## src/masked_byte_pattern_search_assert.svh

```systemverilog
// assertion helpers for the top-level rtl
`ifndef MASKED_BYTE_PATTERN_SEARCH_ASSERT_SVH
`define MASKED_BYTE_PATTERN_SEARCH_ASSERT_SVH

// same-cycle implication
`define MBPS_CHECK_NOW(label, clk, rst, ante, cons, msg) \
  label: assert property (@(posedge clk) disable iff (rst) (ante) |-> (cons)) else $error(msg);

// next-cycle implication
`define MBPS_CHECK_NEXT(label, clk, rst, ante, cons, msg) \
  label: assert property (@(posedge clk) disable iff (rst) (ante) |=> (cons)) else $error(msg);

`endif

```

## src/mbps_pkg.sv

```systemverilog
`default_nettype none

package mbps_pkg;

  localparam int MAX_PATTERN  = 256;
  localparam int MAX_HITS     = 1024;
  localparam int ADDR_BITS    = 48;
  localparam int BYTE_BITS    = 8;
  localparam int IDX_BITS     = $clog2(MAX_PATTERN);
  localparam int LEN_BITS     = 9;
  localparam int SUM_BITS     = LEN_BITS + 1;
  localparam int HIT_BITS     = 11;
  localparam int REQ_BITS     = 2;
  localparam int CFG_BITS     = 48;
  localparam int CFG_IDX_BITS = 2;

  localparam logic [REQ_BITS-1:0] REQ_LOAD  = 2'd0;
  localparam logic [REQ_BITS-1:0] REQ_SCAN  = 2'd1;
  localparam logic [REQ_BITS-1:0] REQ_START = 2'd2;

  localparam logic [CFG_IDX_BITS-1:0] REG_PATTERN_LENGTH = 2'd0;
  localparam logic [CFG_IDX_BITS-1:0] REG_HIT_LIMIT      = 2'd1;
  localparam logic [CFG_IDX_BITS-1:0] REG_RANGE_START    = 2'd2;
  localparam logic [CFG_IDX_BITS-1:0] REG_RANGE_END      = 2'd3;

  // shared controls broadcast to every cell
  typedef struct packed {
    logic                 step;
    logic                 clr;
    logic [BYTE_BITS-1:0] cmp_byte;
    logic [BYTE_BITS-1:0] pat_data;
    logic [BYTE_BITS-1:0] msk_data;
  } cell_ctrl_t;

endpackage

`default_nettype wire

```

## src/mbps_cell.sv

```systemverilog
`default_nettype none

module mbps_cell import mbps_pkg::*; (
  input  wire logic                 clk,
  input  wire logic                 rst,
  input  wire cell_ctrl_t           ctrl,
  input  wire logic                 load_we,
  input  wire logic [BYTE_BITS-1:0] byte_in,
  input  wire logic                 prev_hit,
  output logic      [BYTE_BITS-1:0] byte_q,
  output logic                      hit
);

  logic [BYTE_BITS-1:0] pat;
  logic [BYTE_BITS-1:0] msk;
  logic                 pos_match;

  // a zero mask bit makes that bit a don't care
  assign pos_match = ((ctrl.cmp_byte ^ pat) & msk) == '0;

  always_ff @(posedge clk) begin
    if (load_we) begin
      pat <= ctrl.pat_data;
      msk <= ctrl.msk_data;
    end
    if (ctrl.step) begin
      byte_q <= byte_in;
    end
  end

  // hit: the newest bytes match pattern positions 0 up to this cell
  always_ff @(posedge clk) begin
    if (rst) begin
      hit <= 1'b0;
    end else if (ctrl.step) begin
      hit <= !ctrl.clr && prev_hit && pos_match;
    end
  end

endmodule

`default_nettype wire

```

## config.mk

```make
export PLATFORM = sky130hd
export DESIGN_NAME = mbps_cell
export DESIGN_NICKNAME = d
export VERILOG_FILES = /design/src/masked_byte_pattern_search_assert.svh /design/src/mbps_pkg.sv /design/src/mbps_cell.sv
export SDC_FILE = /design/constraint.sdc
export NUM_CORES = 1
export LEC_CHECK = 0
export BUFFER_PORTS_ARGS = -buffer_cell sky130_fd_sc_hd__buf_2
export CORE_ASPECT_RATIO = 0.8
export CORE_MARGIN = 2
export CORE_UTILIZATION = 42
export CTS_BUF_LIST = sky130_fd_sc_hd__clkbuf_16
export CTS_CLUSTER_SIZE = 20
export DETAILED_ROUTE_END_ITERATION = 8
export PLACE_DENSITY_LB_ADDON = 0.1
export SLEW_MARGIN = 15
export SYNTH_ARGS = -nofsm -noshare
export SYNTH_HDL_FRONTEND = slang
export SYNTH_SLANG_ARGS = --single-unit
```

## constraint.sdc

```tcl
create_clock -name clk -period 1.6 [get_ports clk]
set_input_delay 0.08 -clock clk [delete_from_list [all_inputs] [get_ports clk]]
set_output_delay 0.08 -clock clk [all_outputs]
set_load 0.02 [all_outputs]
```

# == Word-level counts from Yosys, hierarchy flattened ==
# Cells that the tools add are included.
# classes
n_mux,0
magnitude_cmp,0
add_sub_neg,0
bitwise_logic,2
n_eq_ne,0
shift,0
n_reduce_logical,4
n_mul,0
div,0
# op_table
op,n
AND 8 bit,1
zero test 8 bit,1
XOR 8 bit,1
logical AND 1 bit,2
zero test 1 bit,1
# totals
mem_bits_rw,0
word_cells,10
inputBits,38
mem_bits_ro,0
output_inout_bits,9
memories,0
latchBits,0
ff_bits,25

# == Longest topological paths before layout ==
# Gate-level depths: netlist of run 1.
# depth
depth_word,4
depth_mapped,4
ltp_nobuf,4

# == Worst setup path after synthesis of run 1 ==
# OpenSTA, ideal clock, no wires.
# synth_path
path_kind,register to register
from,reg pat[1]
to,reg hit
stages_incl_launch_ff,5
setup_time_ps,59
path_slack_ps,396
arrival_ps,1145
path_cell_list,edfxtp_1 -> xor2_1 -> a2111oi_2 -> and3_1 -> a22o_1
# synth_via
elab_chain_len,4
# synth_rtl
element,line,text
from (decl),mbps_cell.sv:14,logic [BYTE_BITS-1:0] pat;
from (signal assigned),mbps_cell.sv:23,pat <= ctrl.pat_data;
XOR 8 bit,mbps_cell.sv:19,assign pos_match = ((ctrl.cmp_byte ^ pat) & msk) == '0;
AND 8 bit,mbps_cell.sv:19,
zero test 8 bit,mbps_cell.sv:19,
logical AND 1 bit,mbps_cell.sv:36,hit <= !ctrl.clr && prev_hit && pos_match;
to (signal assigned),mbps_cell.sv:36,
to (decl),mbps_cell.sv:11,output logic hit
# Every way passes these cells.
# A chain may end at the register's enable or synchronous reset.

# == Worst setup path in the final report of run 1 ==
# Ends and elaborated chain as after synthesis.

==> results of run 1 <==
path summary, 6_finish.rpt:
| kind | to | from | depth (start not counted) |
|---|---|---|---|
| worst max-delay path | hit | pat[1] | 4 |
| worst min-delay path | msk[7] | ctrl[7] | 1 |
| worst min register to register | hit | hit | 1 |
| worst max register to register | hit | pat[1] | 4 |
stage by stage:
| stage | hold WS, ps | total power (W) |
|---|---|---|
| after floorplan | 179 | 0.000850 |
| after global placement | 257 | 0.000925 |
| after detailed placement | 258 | 0.000928 |
| after CTS | 0.0383 | 0.00146 |
| after global routing | -6.89 | 0.00153 |
| final | 1.30 | 0.00146 |
state kept, by name, indices dropped and copies added, names as in the netlist:
register	count
byte_q	8
hit	1
msk	8
pat	8
worst max-delay path, stage by stage, from the launching register on:
cell	delay, ps
edfxtp_1	380
xor2_1	180
a2111oi_2	330
and3_1	200
a22o_1	130
layout by cell type (no fill, tap or decap):
| cell type | count |
|---|---|
| a2111oi_2 | 1 |
| a222oi_1 | 1 |
| a22o_1 | 1 |
| a22oi_1 | 2 |
| and3_1 | 1 |
| buf_2 | 46 |
| clkbuf_16 | 3 |
| dfxtp_1 | 1 |
| dlygate4sd3_1 | 14 |
| edfxtp_1 | 24 |
| inv_1 | 1 |
| nand2_1 | 1 |
| nor2_1 | 1 |
| xor2_1 | 8 |
cells by family after synthesis:
logic type	synth area share [%]
simple gates	1.58
flops	84.8
xor+xnor	8.02
compound gates	5.59
power breakdown:
group / internal [W] / switching, W
Clock: 0.000333 / 0.000184
Sequential: 0.000773 / 0.0000152
Combinational: 0.0000825 / 0.0000685
layout make-up:
cell class | instances | area [sq um]
clock buffers | 3 | 75.1
clock inverters | 1 | 3.75
fillers | 136 | 574
multi-input cells | 16 | 133
flip-flops and latches | 25 | 741
well taps | 24 | 30.0
repair buffers | 60 | 370
per-layer routing:
layer	track usage, %	routed length (um)	vias up	share of wire (%)
li1	-	-	290	-
met1	14.6	589	257	38
met2	24.0	843	26	54
met3	5.96	117	2	7.5
met4	2.93	10	0	0.64
met5	0	0	-	0
==> impl_metrics.tcl, run 1 <==
set metrics [dict create \
    finalSetupTns_ps 0 \
    synthTopCellsByArea "edfxtp_1, xor2_1, dfxtp_1, a2111oi_2, a22oi_1" \
    vias 575 \
    hpwl_mm 1.10 \
    hold_viol_final 0 \
    htree_levels 1 \
    synth-edff-count 24 \
    die_area_sq_mm 0.00246 \
    viasPerCell 4.46 \
    postPlaceCellArea_sq_mm 0.00113 \
    yosysWarnings 0 \
    drive_above_1_share_pct 47.6 \
    p_leak_nw 0.582 \
    path_clk_slew_ps 60 \
    syn-cell-area_sq_um 873 \
    yosysSeqAreaShare_pct 84.8 \
    grt_pass1_wl_mm 2.21 \
    first_global_vias 543 \
    yosys.area.top_type_share_pct 82.5 \
    clk_latency_ps 250 \
    drt_wl_total_mm 1.56 \
    gp_congestion 0.692 \
    ioPinCount 47 \
    syn_nets 79 \
    status "finished clean" \
    syn_to_final_growth_pct 54.9 \
    drt.antenna.violating_nets 0 \
    drcViolationCount 0 \
    cts.sinks 25 \
    final_area_sq_mm 0.00135 \
    layout.nets 144 \
    cts_buffers 3 \
    routedWlPerCell_um 12.1 \
    ctsResizeCount 0 \
    fin_util_pct 70.2 \
    antenna_found_initial 0 \
    worstPathMaxFanout 1 \
    max-slew-margin-rel_pct 77.3 \
    place_ws_ps 341 \
    fp.dieH_um 44.8 \
    diodes 0 \
    cts_tree "built" \
    synth_most_common_cell "edfxtp_1" \
    cp-start-kind "flip-flop" \
    max_freq_ghz 0.787 \
    initial_core_util_pct 45.3 \
    dp.cells 111 \
    fin_skew_ps 0.990 \
    first_pass_iters 4 \
    postSynthAreaPerCell_sq_um 21.3 \
    setup_violations 0 \
    synth_common_cells "edfxtp_1, xor2_1, a22oi_1" \
    worstPathRequired_ps 1800 \
    hp-class "in -> reg" \
    die_x_um 55.0 \
    core_area_sq_mm 0.00193 \
    cts_setup_buffers 0 \
    rsz0062_at_grt "false" \
    fp-row-count 14 \
    synth-seq-cells 25 \
    cp.arrival_ps 1470 \
    cts_hold_buffers 9 \
    synth_cell_types 10 \
    slew_violations 0 \
    cts_max_path_buffers 2 \
    criticalPathCategory "reg -> reg" \
    synth_largest_area_cell "edfxtp_1" \
    worst_slew_pin_slew_ps 340 \
    cp-end-kind "flip-flop" \
    grt_max_degree 17 \
    fin_cells 129 \
    drv_cap 0 \
    track_usage_pct 13.4 \
    cts_root_buf "clkbuf_16" \
    port_buffers 46 \
    async_reset_ff_share_pct 0 \
    rrSetupSlack_ps 330 \
    powerDensity_mw_per_mm2 1080 \
    first_iter_violations 16 \
    finalCritPeriodShare_pct 79.4 \
    fin_crit_ps 1270 \
    overflow 0 \
    peakVddDrop_mv 0.959 \
    synth_cells 41 \
    worst_slack_ps 329 \
    synthFlopType "edfxtp_1" \
]
No activity file was read; power rests on OpenSTA's default activity.
==> run 2, diff against run 1 <==
Settings changed: CORE_UTILIZATION 42 to 38.
Clock period 1.6 ns to 1.15 ns, I/O delays scaled along.
==> impl_metrics.tcl, run 2 (same netlist as run 1, synthesis figures left out) <==
set metrics [dict create \
    mostFrequentLayoutCells "buf_2, edfxtp_1, dlygate4sd3_1" \
    combPwrFrac_pct 11.7 \
    swShare_pct 18.9 \
    hold_end "hit" \
    final_area_sq_mm 0.00146 \
    hold_start "rst" \
    core_area_sq_mm 0.00216 \
    vias 627 \
    rr_worst_depth 4 \
    max_freq_ghz 0.821 \
    ioPinCount 47 \
    drive_above_1_share_pct 44.0 \
    syn_to_final_growth_pct 67.3 \
    seqPwrFrac_pct 53.0 \
    final_common_cell "buf_2" \
    worstPathRequired_ps 1350 \
    diodes 0 \
    htree_levels 1 \
    pwr-share-clk_pct 35.3 \
    p_int_w 0.00168 \
    path_clk_slew_ps 60 \
    grt_pass1_wl_mm 2.53 \
    place_ws_ps -77.7 \
    finalCritPeriodShare_pct 106 \
    p_leak_nw 0.629 \
    cp-start-kind "flip-flop" \
    fin_crit_ps 1220 \
    layout.nets 155 \
    crit_start "pat[1]" \
    postPlaceCellArea_sq_mm 0.00114 \
    first_global_vias 571 \
    rrSetupSlack_ps -70 \
    drt.antenna.violating_nets 0 \
    powerDensity_mw_per_mm2 1420 \
    drcViolationCount 0 \
    peakVddDrop_mv 1.86 \
    cts_max_path_buffers 2 \
    worstPathMaxFanout 1 \
    cts.sinks 25 \
    die_x_um 57.6 \
    first_iter_violations 21 \
    finalSetupTns_ps -68.7 \
    cts_tree "built" \
    reg_top3 "byte_q x8, msk x8, pat x8" \
    fin_total_pwr_w 0.00207 \
    fp.dieH_um 46.9 \
    cts_setup_buffers 0 \
    setup_violations 1 \
    viasPerCell 4.45 \
    initial_core_util_pct 40.5 \
    cts_buffers 3 \
    hold_viol_final 0 \
    cp-end-kind "flip-flop" \
    worst_slack_ps -68.7 \
    worst_slew_pin_slew_ps 367 \
    fill_cells 154 \
    criticalPathCategory "reg -> reg" \
    die_area_sq_mm 0.00270 \
    port_buffers 46 \
    gp_congestion 0.600 \
    crit-reg2reg-launch "pat[1]" \
    hp-class "in -> reg" \
    failed_checks "setup timing" \
    power.switching_w 0.000391 \
    track_usage_pct 13.9 \
    cts_root_buf "clkbuf_16" \
    cp.arrival_ps 1420 \
    regToRegEndpoint "hit" \
    max-slew-margin-rel_pct 75.5 \
    grt_max_degree 17 \
    antenna_found_initial 0 \
    drt_wl_total_mm 1.83 \
    first_pass_iters 6 \
    routedWlPerCell_um 13.0 \
    status "finished, violations left" \
    fp-row-count 15 \
    clk_latency_ps 250 \
    rsz0062_at_grt "true" \
    overflow 0 \
    drv_cap 0 \
    holdPathStages 3 \
    fin_skew_ps 2.35 \
    slew_violations 0 \
]
==> run 2: power by group through the flow <==
| stage | clock (W) | sequential (W) | combinational [W] |
|---|---|---|---|
| after floorplan | 0 | 0.00114 | 0.0000375 |
| after global placement | 0 | 0.00111 | 0.000177 |
| after detailed placement | 0 | 0.00112 | 0.000180 |
| after CTS | 0.000748 | 0.00110 | 0.000242 |
| after global routing | 0.000788 | 0.00110 | 0.000261 |
| final | 0.000730 | 0.00110 | 0.000242 |
==> run 2: final cells by class <==
type / count / area (sq um) / area share, %
tap: 25 / 31.3 / 2.14
timing repair buffer: 71 / 478 / 32.7
clock inverter: 1 / 3.75 / 0.257
multi-input combinational: 16 / 133 / 9.08
clock buffer: 3 / 75.1 / 5.14
sequential: 25 / 741 / 50.7
==> run 2: worst max-delay path by stage <==
| stage | end | slack [ps] | cells after the start |
|---|---|---|---|
| after CTS | hit | -80 | 4 |
| after global placement | hit | -20 | 3 |
| after detailed placement | hit | -80 | 4 |
| after floorplan | hit | 20 | 4 |
| final | hit | -70 | 4 |
| after global routing | hit | -170 | 4 |
==> run 2: repair_timing <==
item	in CTS	in global routing
hold buffers	24	0
resized for setup	0	0
hold endpoints to repair	24	0
cloned	0	0
setup endpoints to repair	1	1
pin swaps	1	1
==> run 2: per-stage QoR <==
stage / instances / util [%] / hold WS, ps
detailed placement: 113 / 52.9 / 236
CTS: 141 / 67.7 / 146
finish: 141 / 67.7 / 158
floorplan: 41 / - / 156
global route: 141 / 67.7 / 167
global placement: 113 / 52.9 / 234
==> run 2: worst max-delay path, stage by stage (launching register included) <==
cell,delay [ps]
edfxtp_1,390
xor2_1,170
a2111oi_2,290
and3_1,200
a22o_1,130
==> run 2: layer usage <==
metal | up-vias | part of all wire (%) | GRT usage [%]
met5 | - | 0 | 0
met4 | 0 | 2.3 | 5.58
met3 | 4 | 7.7 | 6.34
met2 | 28 | 55 | 25.9
met1 | 284 | 35 | 13.9
li1 | 311 | - | -
